### src/design/ppe_pkg.sv
// Shared types and constants for the polygon plane equation block.
package ppe_pkg;

   // Fixed widths that follow from the Q8.8 vertex format.
   localparam int COORD_W     = 16;
   localparam int EDGE_PROD_W = 34;
   localparam int MAG_W       = 30;
   localparam int SQ_W        = 62;
   localparam int ROOT_W      = 63;
   localparam int LEN_W       = 31;
   localparam int NORMAL_W    = 16;
   localparam int OFFSET_W    = 24;

   localparam int NORMAL_SAT  = 32767;
   localparam int OFFSET_MAX  = 8388607;
   localparam int OFFSET_MIN_MAG = 8388608;

   // Component codes used by the sequencer.
   localparam logic [1:0] COMP_X = 2'd0;
   localparam logic [1:0] COMP_Y = 2'd1;
   localparam logic [1:0] COMP_Z = 2'd2;

   typedef enum logic [4:0] {
      S_IDLE,
      S_VERT,
      S_EMUL,
      S_EACC,
      S_CHECK,
      S_SHIFT,
      S_SQMUL,
      S_SQACC,
      S_SQRT_INIT,
      S_SQRT,
      S_DIVN_START,
      S_DIVN_WAIT,
      S_DMUL,
      S_DACC,
      S_DIVO_START,
      S_DIVO_WAIT,
      S_OUT
   } ppe_state_type;

   typedef struct packed {
      logic       first_store;
      logic       vert_store;
      logic       edge_mul;
      logic       edge_close;
      logic       edge_acc;
      logic [1:0] comp;
      logic       mag_load;
      logic       shift;
      logic       sq_mul;
      logic       sq_acc;
      logic       sqrt_init;
      logic       sqrt_step;
      logic       div_start;
      logic       div_offset;
      logic       norm_store;
      logic       dot_mul;
      logic       dot_acc;
      logic       out_load;
   } ppe_cmd_type;

   typedef struct packed {
      logic first;
      logic full;
      logic last;
      logic degen;
      logic need_shift;
      logic sqrt_done;
      logic div_done;
      logic out_free;
   } ppe_status_type;

endpackage

### src/design/ppe_ctrl.sv
// Sequencer that steps the datapath through edge sums and the final normalization.
module ppe_ctrl import ppe_pkg::*; (
   input  logic           clock,
   input  logic           reset,
   input  logic           req_valid,
   output logic           req_ready,
   input  ppe_status_type status,
   output ppe_cmd_type    cmd
);

   ppe_state_type state_ff, state_in;
   logic [1:0]    comp_ff, comp_in;
   logic          close_ff, close_in;

   // Next state, component index and closing-edge flag.
   always_comb begin
      state_in = state_ff;
      comp_in  = comp_ff;
      close_in = close_ff;
      unique case (state_ff)
         S_IDLE: begin
            if (req_valid) state_in = S_VERT;
         end
         S_VERT: begin
            comp_in = COMP_X;
            if (!status.first && !status.full) begin
               close_in = 1'b0;
               state_in = S_EMUL;
            end else if (status.last) begin
               close_in = 1'b1;
               state_in = S_EMUL;
            end else begin
               state_in = S_IDLE;
            end
         end
         S_EMUL: state_in = S_EACC;
         S_EACC: begin
            if (comp_ff != COMP_Z) begin
               comp_in  = comp_ff + 1'b1;
               state_in = S_EMUL;
            end else if (close_ff) begin
               state_in = S_CHECK;
            end else if (status.last) begin
               comp_in  = COMP_X;
               close_in = 1'b1;
               state_in = S_EMUL;
            end else begin
               state_in = S_IDLE;
            end
         end
         S_CHECK: state_in = status.degen ? S_OUT : S_SHIFT;
         S_SHIFT: begin
            if (!status.need_shift) begin
               comp_in  = COMP_X;
               state_in = S_SQMUL;
            end
         end
         S_SQMUL: state_in = S_SQACC;
         S_SQACC: begin
            if (comp_ff != COMP_Z) begin
               comp_in  = comp_ff + 1'b1;
               state_in = S_SQMUL;
            end else begin
               state_in = S_SQRT_INIT;
            end
         end
         S_SQRT_INIT: state_in = S_SQRT;
         S_SQRT: begin
            if (status.sqrt_done) begin
               comp_in  = COMP_X;
               state_in = S_DIVN_START;
            end
         end
         S_DIVN_START: state_in = S_DIVN_WAIT;
         S_DIVN_WAIT: begin
            if (status.div_done) begin
               if (comp_ff != COMP_Z) begin
                  comp_in  = comp_ff + 1'b1;
                  state_in = S_DIVN_START;
               end else begin
                  comp_in  = COMP_X;
                  state_in = S_DMUL;
               end
            end
         end
         S_DMUL: state_in = S_DACC;
         S_DACC: begin
            if (comp_ff != COMP_Z) begin
               comp_in  = comp_ff + 1'b1;
               state_in = S_DMUL;
            end else begin
               state_in = S_DIVO_START;
            end
         end
         S_DIVO_START: state_in = S_DIVO_WAIT;
         S_DIVO_WAIT: begin
            if (status.div_done) state_in = S_OUT;
         end
         S_OUT: begin
            if (status.out_free) state_in = S_IDLE;
         end
         default: state_in = S_IDLE;
      endcase
   end

   // Commands to the datapath.
   always_comb begin
      cmd            = '0;
      cmd.comp       = comp_ff;
      cmd.edge_close = close_ff;
      req_ready      = 1'b0;
      unique case (state_ff)
         S_IDLE:       req_ready = 1'b1;
         S_VERT:       cmd.first_store = status.first;
         S_EMUL:       cmd.edge_mul = 1'b1;
         S_EACC: begin
            cmd.edge_acc   = 1'b1;
            cmd.vert_store = (comp_ff == COMP_Z) && !close_ff;
         end
         S_CHECK:      cmd.mag_load = 1'b1;
         S_SHIFT:      cmd.shift = status.need_shift;
         S_SQMUL:      cmd.sq_mul = 1'b1;
         S_SQACC:      cmd.sq_acc = 1'b1;
         S_SQRT_INIT:  cmd.sqrt_init = 1'b1;
         S_SQRT:       cmd.sqrt_step = !status.sqrt_done;
         S_DIVN_START: cmd.div_start = 1'b1;
         S_DIVN_WAIT:  cmd.norm_store = status.div_done;
         S_DMUL:       cmd.dot_mul = 1'b1;
         S_DACC:       cmd.dot_acc = 1'b1;
         S_DIVO_START: begin
            cmd.div_start  = 1'b1;
            cmd.div_offset = 1'b1;
         end
         S_DIVO_WAIT:  cmd.div_offset = 1'b1;
         S_OUT: begin
            cmd.div_offset = 1'b1;
            cmd.out_load   = status.out_free;
         end
         default: ;
      endcase
   end

   always_ff @(posedge clock) begin
      if (reset) begin
         state_ff <= S_IDLE;
         comp_ff  <= COMP_X;
         close_ff <= 1'b0;
      end else begin
         state_ff <= state_in;
         comp_ff  <= comp_in;
         close_ff <= close_in;
      end
   end

endmodule

### config.mk
export PLATFORM = sky130hd
export DESIGN_NAME = ppe_ctrl
export DESIGN_NICKNAME = d
export VERILOG_FILES = /design/src/design/ppe_pkg.sv /design/src/design/ppe_ctrl.sv
export SDC_FILE = /design/constraint.sdc
export NUM_CORES = 1
export LEC_CHECK = 0
export BUFFER_PORTS_ARGS = -buffer_cell sky130_fd_sc_hd__buf_4
export CORE_ASPECT_RATIO = 0.5
export CORE_MARGIN = 2
export CORE_UTILIZATION = 35
export CTS_BUF_LIST = sky130_fd_sc_hd__clkbuf_4 sky130_fd_sc_hd__clkbuf_8 sky130_fd_sc_hd__clkbuf_16
export CTS_CLUSTER_DIAMETER = 200
export CTS_CLUSTER_SIZE = 28
export DETAILED_ROUTE_END_ITERATION = 10
export GPL_TIMING_DRIVEN = 1
export HOLD_SLACK_MARGIN = 0.05
export PLACE_DENSITY = 0.57
export SLEW_MARGIN = 20
export SYNTH_ARGS = -nofsm -noshare
export SYNTH_HDL_FRONTEND = slang
export SYNTH_SLANG_ARGS = --single-unit
### constraint.sdc
create_clock -name clock -period 2.85 [get_ports clock]
set_input_delay 0.4275 -clock clock [delete_from_list [all_inputs] [get_ports clock]]
set_output_delay 0.4275 -clock clock [all_outputs]
set_load 0.02 [all_outputs]
==> key figures, run 1 <==
STA
  • Minimum clock period: 2.37 ns
  • Fmax: 422 MHz
  • Transition time at the pin with the least slew margin: 0.546 ns
  • Hold WS: 0.442 ns
  • Final worst setup slack: 0.482 ns
  • Number of failing hold endpoints at the final stage: 0
  • Worst rel slew slack: 63.3%
  • Crit share post-route: 83.1%
  • Max-slew violation count: 0
  • Clk_skew: 0.00375 ns
  • Final-report setup violation count: 0
  • RSZ-0062 raised after global routing: false
  • Final setup TNS: 0 ns

Clock tree
  • Clock latency at the later pin of the worst-skew pair: 0.23 ns
  • Clock tree sinks: 8
  • Cts hold-fix bufs: 0
  • # Post-CTS Setup Buffers: 0
  • CTS tree: yes
  • Number of buffers on the longest clock path: 2
  • Root Driver: clkbuf_8
  • Inserted Clock Buffers: 3
  • Number of instances resized during post-cts repair: 0
  • Maximum level of the CTS H-tree: 1
  • Clock edge transition at the registers on the reported setup and hold paths: 0.04 ns

Placed design
  • Setup slack at placement: 0.736 ns
  • HPWL reported at the end of detailed placement: 1880 um
  • RePlAce Congestion: 0.784
  • Cell total after placement: 186
  • Area after detailed placement: 1120 um^2
  • Number of port buffers: 30

Drt
  • Antenna violation net count after detailed routing: 0
  • Length of the first detailed-routing pass in iterations: 4
  • Average via count per standard cell: 5.22
  • Initial detailed-routing violation count: 47
  • Post-DR wirelength/cell: 13.2 um
  • Drt drc: 0
  • Detailed-route wire length: 2490 um
  • Via count: 987

Power and ir drop
  • Largest voltage drop on the vdd net: 0.000269 V
  • Power per standard cell area: 600 nW/um^2
  • Reported leakage power: 0.465 nW
  • Total power draw: 696 uW

Final layout
  • Leading cell type in the layout, fill and taps excluded: buf_4
  • Net count, final: 170
  • Number of diodes added for antenna fixing: 0
  • Area Overhead vs Synth: 27.7%
  • Multi-input gate area in the final layout: 641 um^2
  • Post-layout instance count excluding filler cells: 189
  • Ratio of cells with drive above 1 in the final layout: 26.6%
  • Storage element area: 160 um^2
  • Commonest cells after routing, fill and taps aside: buf_4, nor2_1, nand2_1
  • Finished Cell Area: 1160 um^2
  • Number of filler cells placed in the layout: 249
  • Post-route core utilization: 49.8%

Floorplan
  • X dimension of the die: 76.0 um
  • Site row count: 12
  • Placeable core region: 2330 um^2
  • Ports: 31
  • Die outline height: 40.0 um
  • Floorplan die area: 3040 um^2
  • Initial Utilization: 39.0%

Setup path
  • Worst Path Arrival: 1.94 ns
  • Maximum fanout count along the critical path: 15
  • Req. time, crit path: 2.42 ns
  • Kind of end point of the critical path: output port
  • Worst setup path category: reg2out
  • Setup crit start kind: flip-flop

Worst hold path
  • Hold crit path type: in2reg

Synth
  • Prevailing post-synth register cell: dfxtp_1
  • Sequential cell area fraction in the yosys report: 17.6%
  • Synth warnings: 0
  • Post-synthesis cell type with the largest combined area: dfxtp_1
  • Share of the synthesized area in the top cell type: 17.6%
  • Synth Instances: 131
  • EDFF count, synth: 0
  • Synth Area per Inst: 6.93 um^2
  • Count of state elements after synthesis: 8
  • Synth Net Count: 145
  • Distinct cell type count of the synthesized netlist: 44
  • Async set-or-reset flop fraction in the synthesized netlist: 0%
  • Top cells by area, synth: dfxtp_1, nor2_1, nor3_1
  • Syn Std Cell Area: 908 um^2

Global routing
  • Wire length of the first global-routing pass: 4040 um
  • Congestion Overflow GR: 0
  • Number of antenna violations at the first check in global routing: 0
  • Maximum number of pins on one net before global-route repair: 19
  • Via count of the first global-routing pass: 800
  • GRT Overall Usage: 17.5%

Job
  • Number of violations of the max-capacitance limit: 0

Outcome
  • Status: complete, no violations
[synthesized netlist by cell type (2+ instances only)]
cell type and n:
nor2_1 20, a211oi_1 3, nor3_1 8, clkbuf_1 2, nor3b_1 2, buf_6 2, ha_1 3, nor2b_1 4
o21ai_0 8, buf_2 5, a21oi_1 5, nand2_1 10, dfxtp_1 8, nand2b_1 4, a31oi_1 3, and2_1 2
nand3b_1 2, nand4b_1 3, o2111ai_1 2, buf_4 3, inv_1 7, or3_1 3
[worst max-delay path, stage by stage, from the launching register on]
cell and delay [ns]:
dfxtp_1 0.44, or3_1 0.50, or3b_2 0.51, o21ai_0 0.09, buf_4 0.17
[logic make-up after synthesis]
group,share of synthesized area [%]
simple gates,43.9
compound gates,21.4
buf+inv,11.8
flops,17.6
fa+ha+maj,4.13
mux,1.10
[flip-flops by register name, summed over array words and instances (netlist names)]
signal	cells
state_ff	5
comp_ff	2
close_ff	1
[report_power, final]
part           switching, mW  internal, mW  total [mW]
sequential            0.0456         0.132       0.177
combinational          0.221         0.156       0.377
clock                 0.0494        0.0919       0.141
[cell type report]
| class | count | share of cell area (%) |
|---|---|---|
| Timing Repair Buffer | 33 | 21.4 |
| Multi-Input combinational cell | 103 | 55.2 |
| Tap cell | 35 | 3.78 |
| Clock buffer | 3 | 3.56 |
| Inverter | 7 | 2.27 |
| Sequential cell | 8 | 13.8 |
[layer usage]
metal  wire length (um)  vias up  track usage, %
met5                  0        -               0
met4                  6        0            4.09
met3                171        2            5.86
met2               1010       19            24.3
met1               1310      453            25.6
li1                   -      513               -
[worst paths after layout]
kind,from,endpoint,slack [ns],depth (start not counted)
worst max-delay path,state_ff[0],cmd[4],0.48,4
worst min-delay path,reset,comp_ff[1],0.44,2
worst max register to register,state_ff[1],state_ff[2],0.83,6
worst min register to register,comp_ff[1],comp_ff[1],0.51,2
Note: power is estimated with default switching activity, not from simulation.
==> run 2: changes to the inputs <==
- PLACE_DENSITY: 0.57 -> 0.59
- clock period: 2.85 -> 2.05 ns (I/O delays scaled with it)
==> key figures, run 2 (same netlist as run 1, synthesis figures left out) <==
STA
  • Number of failing hold endpoints at the final stage: 0 (unchanged)
  • Crit share post-route: 97.5%
  • Clk_skew: 0.00694 ns (was 0.00375 ns)
  • Transition time at the pin with the least slew margin: 0.491 ns (was 0.546 ns)
  • Fmax: 500 MHz
  • Minimum clock period: 2.00 ns
  • Max-slew violation count: 0 (unchanged)
  • Final-report setup violation count: 0 (unchanged)
  • Worst rel slew slack: 67.0% (was 63.3%)

Setup path
  • Critical path's largest stage delay: 0.48 ns (was 0.51 ns)
  • Critical R2R Capture: comp_ff[1] (was state_ff[2])
  • Worst reg2reg startpoint: comp_ff[0] (was state_ff[1])
  • Buffer and inverter count on the worst path: 1 (unchanged)
  • Slowest cell on crit path: or3b_2 (unchanged)
  • Family with the most delay on the worst path: simple AND/OR/NAND/NOR gates (unchanged)
  • Worst-path cell chain: or3_4 > or3b_2 > o21ai_0 > buf_4 (was or3_1 > or3b_2 > o21ai_0 > buf_4)
  • Worst Path Arrival: 1.69 ns (was 1.94 ns)
  • Setup crit start kind: flip-flop (unchanged)
  • Register-to-Register Path Depth: 7 (was 6)
  • Kind of end point of the critical path: output port (unchanged)
  • Worst setup path category: reg2out (unchanged)
  • Number of logic stages on the critical path including buffering: 4 (unchanged)
  • Maximum fanout count along the critical path: 5 (was 15)
  • Req. time, crit path: 1.74 ns (was 2.42 ns)
  • FF-to-FF setup slack: 0.16 ns (was 0.83 ns)

Worst hold path
  • HP Start: reset (unchanged)
  • Hold-critical path endpoint: comp_ff[0] (was comp_ff[1])
  • Hold crit path type: in2reg (unchanged)
  • Worst Hold Path Cells: 2 (unchanged)

Clock tree
  • Maximum level of the CTS H-tree: 1 (unchanged)
  • Inserted Clock Buffers: 3 (unchanged)
  • Clock latency at the later pin of the worst-skew pair: 0.24 ns (was 0.23 ns)
  • Number of buffers on the longest clock path: 2 (unchanged)
  • CTS tree: yes (unchanged)
  • Root Driver: clkbuf_8 (unchanged)
  • Clock tree sinks: 8 (unchanged)
  • Clock edge transition at the registers on the reported setup and hold paths: 0.05 ns (was 0.04 ns)
  • Cts hold-fix bufs: 0 (unchanged)
  • # Post-CTS Setup Buffers: 0 (unchanged)

Power and ir drop
  • Power per standard cell area: 868 nW/um^2 (was 600 nW/um^2)
  • Proportion of power drawn by flip-flops and latches: 20.8% (was 25.5%)
  • Power spent charging and discharging nets: 467 uW (was 316 uW)
  • Reported leakage power: 0.505 nW (was 0.465 nW)
  • Combinational share of power: 60.0% (was 54.2%)
  • Largest voltage drop on the vdd net: 0.000453 V (was 0.000269 V)
  • Relative contribution of the clock network to total power: 19.2% (was 20.3%)
  • Total power draw: 1.07 mW (was 696 uW)
  • Internal power: 605 uW (was 380 uW)
  • Switching share of power: 43.6% (was 45.5%)

Drt
  • Average via count per standard cell: 5.28 (was 5.22)
  • Detailed-route wire length: 2630 um (was 2490 um)
  • Length of the first detailed-routing pass in iterations: 4 (unchanged)
  • Drt drc: 0 (unchanged)
  • Initial detailed-routing violation count: 86 (was 47)
  • Post-DR wirelength/cell: 13.3 um (was 13.2 um)
  • Antenna violation net count after detailed routing: 0 (unchanged)
  • Via count: 1,040 (was 987)

Final layout
  • Commonest cells after routing, fill and taps aside: buf_4, nor2_1, nand2_1, nor3_1, o21ai_0 (was buf_4, nor2_1, nand2_1)
  • Multi-input gate area in the final layout: 651 um^2 (was 641 um^2)
  • Number of filler cells placed in the layout: 225 (was 249)
  • Number of flip-flops in the largest register: 5 (unchanged)
  • Largest Register: state_ff (unchanged)
  • Area Overhead vs Synth: 35.8% (was 27.7%)
  • Storage element area: 164 um^2 (was 160 um^2)
  • Ratio of cells with drive above 1 in the final layout: 33.3% (was 26.6%)
  • Leading registers by flop count: state_ff (5), comp_ff (2), close_ff (1) (unchanged)
  • Number of diodes added for antenna fixing: 0 (unchanged)
  • Net count, final: 178 (was 170)
  • Post-layout instance count excluding filler cells: 197 (was 189)
  • Leading cell type in the layout, fill and taps excluded: buf_4 (unchanged)

Global routing
  • Via count of the first global-routing pass: 864 (was 800)
  • GRT Overall Usage: 18.8% (was 17.5%)
  • Wire length of the first global-routing pass: 4290 um (was 4040 um)
  • Congestion Overflow GR: 0 (unchanged)
  • Number of antenna violations at the first check in global routing: 0 (unchanged)
  • Maximum number of pins on one net before global-route repair: 21 (was 19)

Outcome
  • Status: complete, no violations (unchanged)

Floorplan
  • Ports: 31 (unchanged)
  • Placeable core region: 2330 um^2 (unchanged)
  • Site row count: 12 (unchanged)
  • Die outline height: 40.0 um (unchanged)
  • X dimension of the die: 76.0 um (unchanged)
  • Floorplan die area: 3040 um^2 (unchanged)
  • Initial Utilization: 39.0% (unchanged)

Placed design
  • Cell total after placement: 194 (was 186)
  • Number of port buffers: 30 (unchanged)
  • RePlAce Congestion: 0.823 (was 0.784)
  • HPWL reported at the end of detailed placement: 1930 um (was 1880 um)

Job
  • Number of violations of the max-capacitance limit: 0 (unchanged)
-- run 2: power groups by stage --
stage | clock [mW] | combinational, mW | sequential [mW]
2_1_floorplan | 0 | 0.427 | 0.211
3_3_place_gp | 0 | 0.618 | 0.222
3_5_place_dp | 0 | 0.616 | 0.221
4_1_cts | 0.213 | 0.620 | 0.218
5_1_grt | 0.219 | 0.709 | 0.230
6_report | 0.206 | 0.643 | 0.223
-- run 2: worst reg2reg max path, stage by stage, from the launching register on --
cell      delay [ns]
dfxtp_2         0.36
inv_1           0.08
ha_1            0.26
or2_1           0.22
a31oi_1         0.18
nand4b_1        0.20
or3_1           0.39
a21oi_1         0.14
-- run 2: layout make-up --
type / count / share of cell area (%)
timing repair buffer: 41 / 24.9
multi-input combinational: 103 / 52.7
inverter: 7 / 2.13
sequential: 8 / 13.3
clock buffer: 3 / 3.35
tap: 35 / 3.55
-- run 2: what timing repair did --
action                                  in CTS  in global routing
endpoints found under the hold margin        0                  0
endpoints found under the setup margin       0                  4
gates resized for setup                      0                  5
-- run 2: worst max path at each step --
stage	from	endpoint	slack, ns
after global placement	comp_ff[0]	comp_ff[1]	0.21
after global routing	state_ff[1]	cmd[4]	-0.01
after floorplan	comp_ff[0]	comp_ff[1]	0.06
after CTS	state_ff[1]	cmd[4]	0.05
after detailed placement	comp_ff[0]	comp_ff[1]	0.14
final	state_ff[3]	cmd[4]	0.05
-- run 2: layer usage --
layer  track usage (%)  routed length [um]  vias up  part of all wire [%]
met5                 0                   0        -                     0
met3              5.63                 159        2                   6.1
li1                  -                   -      530                     -
met4              6.36                   6        0                  0.23
met1              26.5                1420      476                    54
met2              27.2                1040       32                    40
-- run 2: metrics by stage --
stage	cell area [um^2]	hold WS, ns	setup TNS (ns)	utilization [%]	setup slack, ns
floorplan	908	0.514	0	-	0.0563
global placement	1180	0.499	0	50.6	0.205
detailed placement	1180	0.502	0	50.6	0.142
CTS	1220	0.304	0	52.4	0.0481
global route	1230	0.323	-0.00951	53.0	-0.00951
finish	1230	0.302	0	53.0	0.0505
==> run 3: changes to the inputs <==
- CELL_PAD_IN_SITES_DETAIL_PLACEMENT: unset -> 1
- CELL_PAD_IN_SITES_GLOBAL_PLACEMENT: unset -> 1
- CORE_MARGIN: 2 -> unset
- CORE_UTILIZATION: 35 -> 31
- PLACE_DENSITY: 0.59 -> 0.73
==> key figures, run 3 (same netlist as run 1, synthesis figures left out) <==
Power and ir drop
  • Total power draw: 1.11 mW (was 1.07 mW)
  • Relative contribution of the clock network to total power: 18.7% (was 19.2%)
  • Internal power: 612 uW (was 605 uW)
  • Reported leakage power: 0.524 nW (was 0.505 nW)
  • Power spent charging and discharging nets: 497 uW (was 467 uW)
  • Power per standard cell area: 880 nW/um^2 (was 868 nW/um^2)
  • Switching share of power: 44.8% (was 43.6%)
  • Combinational share of power: 62.1% (was 60.0%)
  • Proportion of power drawn by flip-flops and latches: 19.2% (was 20.8%)
  • Largest voltage drop on the vdd net: 0.000347 V (was 0.000453 V)

Clock tree
  • Clock edge transition at the registers on the reported setup and hold paths: 0.05 ns (about the same)
  • Maximum level of the CTS H-tree: 1 (unchanged)
  • Clock tree sinks: 8 (unchanged)
  • Clock latency at the later pin of the worst-skew pair: 0.24 ns (about the same)
  • Number of buffers on the longest clock path: 2 (unchanged)
  • Cts hold-fix bufs: 0 (unchanged)
  • Root Driver: clkbuf_8 (unchanged)
  • CTS tree: yes (unchanged)
  • Inserted Clock Buffers: 3 (unchanged)

Setup path
  • Slowest cell on crit path: or3b_2 (unchanged)
  • Family with the most delay on the worst path: simple AND/OR/NAND/NOR gates (unchanged)
  • FF-to-FF setup slack: 0.15 ns (was 0.16 ns)
  • Setup crit start kind: flip-flop (unchanged)
  • Buffer and inverter count on the worst path: 1 (unchanged)
  • Critical R2R Capture: comp_ff[0] (was comp_ff[1])
  • Worst reg2reg startpoint: state_ff[2] (was comp_ff[0])
  • Kind of end point of the critical path: output port (unchanged)
  • Maximum fanout count along the critical path: 3 (was 5)
  • Critical path's largest stage delay: 0.50 ns (was 0.48 ns)
  • Req. time, crit path: 1.74 ns (about the same)
  • Worst-path cell chain: or3_1 > or3b_2 > o21ai_0 > buf_4 (was or3_4 > or3b_2 > o21ai_0 > buf_4)
  • Register-to-Register Path Depth: 6 (was 7)
  • Worst Path Arrival: 1.69 ns (about the same)
  • Worst setup path category: reg2out (unchanged)

Drt
  • Post-DR wirelength/cell: 15.4 um (was 13.3 um)
  • Drt drc: 0 (unchanged)
  • Antenna violation net count after detailed routing: 0 (unchanged)
  • Detailed-route wire length: 3130 um (was 2630 um)
  • Initial detailed-routing violation count: 86 (unchanged)
  • Length of the first detailed-routing pass in iterations: 4 (unchanged)
  • Average via count per standard cell: 5.40 (was 5.28)
  • Via count: 1,097 (was 1,040)

Worst hold path
  • Worst Hold Path Cells: 2 (unchanged)
  • Hold-critical path endpoint: comp_ff[0] (unchanged)
  • Hold crit path type: in2reg (unchanged)
  • HP Start: reset (unchanged)

Final layout
  • Leading cell type in the layout, fill and taps excluded: buf_4 (unchanged)
  • Number of diodes added for antenna fixing: 0 (unchanged)
  • Net count, final: 182 (was 178)
  • Leading registers by flop count: state_ff (5), comp_ff (2), close_ff (1) (unchanged)
  • Number of filler cells placed in the layout: 354 (was 225)
  • Largest Register: state_ff (unchanged)
  • Number of flip-flops in the largest register: 5 (unchanged)
  • Commonest cells after routing, fill and taps aside: buf_4, nor2_1, nand2_1, nor3_1, o21ai_0 (unchanged)
  • Area Overhead vs Synth: 38.7% (was 35.8%)
  • Ratio of cells with drive above 1 in the final layout: 33.7% (was 33.3%)
  • Post-route core utilization: 46.9% (was 53.0%)

Global routing
  • Via count of the first global-routing pass: 954 (was 864)
  • Congestion Overflow GR: 0 (unchanged)
  • GRT Overall Usage: 21.1% (was 18.8%)
  • Maximum number of pins on one net before global-route repair: 20 (was 21)
  • Wire length of the first global-routing pass: 4880 um (was 4290 um)
  • Number of antenna violations at the first check in global routing: 0 (unchanged)

Placed design
  • Number of port buffers: 30 (unchanged)
  • HPWL reported at the end of detailed placement: 2410 um (was 1930 um)
  • RePlAce Congestion: 0.792 (was 0.823)

Floorplan
  • Ports: 31 (unchanged)
  • Site row count: 13 (was 12)
  • X dimension of the die: 78.6 um (was 76.0 um)
  • Die outline height: 40.3 um (was 40.0 um)
  • Floorplan die area: 3160 um^2 (was 3040 um^2)
  • Placeable core region: 2680 um^2 (was 2330 um^2)
  • Initial Utilization: 33.8% (was 39.0%)

STA
  • Worst rel slew slack: 62.4% (was 67.0%)
  • RSZ-0062 raised after global routing: true
  • Transition time at the pin with the least slew margin: 0.559 ns (was 0.491 ns)
  • Number of failing hold endpoints at the final stage: 0 (unchanged)
  • Crit share post-route: 97.4% (was 97.5%)
  • Minimum clock period: 2.00 ns (about the same)
  • Final-report setup violation count: 0 (unchanged)
  • Fmax: 501 MHz (was 500 MHz)
  • Max-slew violation count: 0 (unchanged)
  • Clk_skew: 0.000771 ns (was 0.00694 ns)

Job
  • Number of violations of the max-capacitance limit: 0 (unchanged)

Outcome
  • Status: complete, no violations (unchanged)
run 3: cell types whose count changed in the layout (fill, tap and decap cells not counted), sizes merged:
| cell | before | now |
|---|---|---|
| buf | 41 | 45 |
run 3: worst register-to-register path: stages, from the launching register on:
cell and delay [ns]:
dfxtp_1 0.36, or3b_4 0.44, o32ai_2 0.41, nand4b_1 0.23
buf_4 0.14, mux2i_1 0.16, nor2_1 0.05
run 3: area by class of cell:
class / instances / area [um^2] / area share [%]
sequential: 8 / 163 / 12.9
timing repair buffer: 45 / 338 / 26.8
inverter: 7 / 26.3 / 2.09
multi-input combinational: 103 / 646 / 51.2
tap: 37 / 46.3 / 3.67
clock buffer: 3 / 41.3 / 3.28
run 3: worst max-delay path by stage:
stage                     cells after the start    endpoint  slack [ns]   startpoint
after global routing                          4      cmd[0]       -0.01  state_ff[1]
after CTS                                     4      cmd[4]        0.06  state_ff[1]
after detailed placement                      7  comp_ff[1]        0.09   comp_ff[0]
final                                         4      cmd[4]        0.05  state_ff[1]
after floorplan                               8  comp_ff[1]        0.06   comp_ff[0]
after global placement                        7  comp_ff[1]        0.20   comp_ff[0]
run 3: metrics by stage:
| step | TNS (ns) | hold WS, ns | worst slack (ns) | instance area (um^2) | std cells |
|---|---|---|---|---|---|
| after floorplan | 0 | 0.514 | 0.0563 | 908 | 131 |
| after global placement | 0 | 0.503 | 0.203 | 1200 | 198 |
| after detailed placement | 0 | 0.517 | 0.0929 | 1200 | 198 |
| after CTS | 0 | 0.310 | 0.0552 | 1240 | 201 |
| after global routing | -0.0114 | 0.318 | -0.0114 | 1260 | 203 |
| final | 0 | 0.314 | 0.0527 | 1260 | 203 |
run 3: timing repair:
item                                    4_1_cts  5_1_grt
resized for setup                             0        3
endpoints found under the setup margin        0        4
setup buffers                                 0        2
run 3: power by group through the flow:
| stage | clock [mW] | combinational, mW | sequential (mW) |
|---|---|---|---|
| floorplan | 0 | 0.427 | 0.211 |
| finish | 0.208 | 0.688 | 0.213 |
| detailed placement | 0 | 0.651 | 0.214 |
| global placement | 0 | 0.638 | 0.213 |
| CTS | 0.218 | 0.654 | 0.211 |
| global route | 0.219 | 0.748 | 0.216 |
run 3: layer usage:
layer / GRT usage (%) / part of all wire, % / wire, um
met1: 29.1 / 51 / 1590
met2: 34.8 / 44 / 1370
met3: 4.09 / 4.9 / 153
met4: 4.17 / 0.48 / 15
met5: 0 / 0 / 0
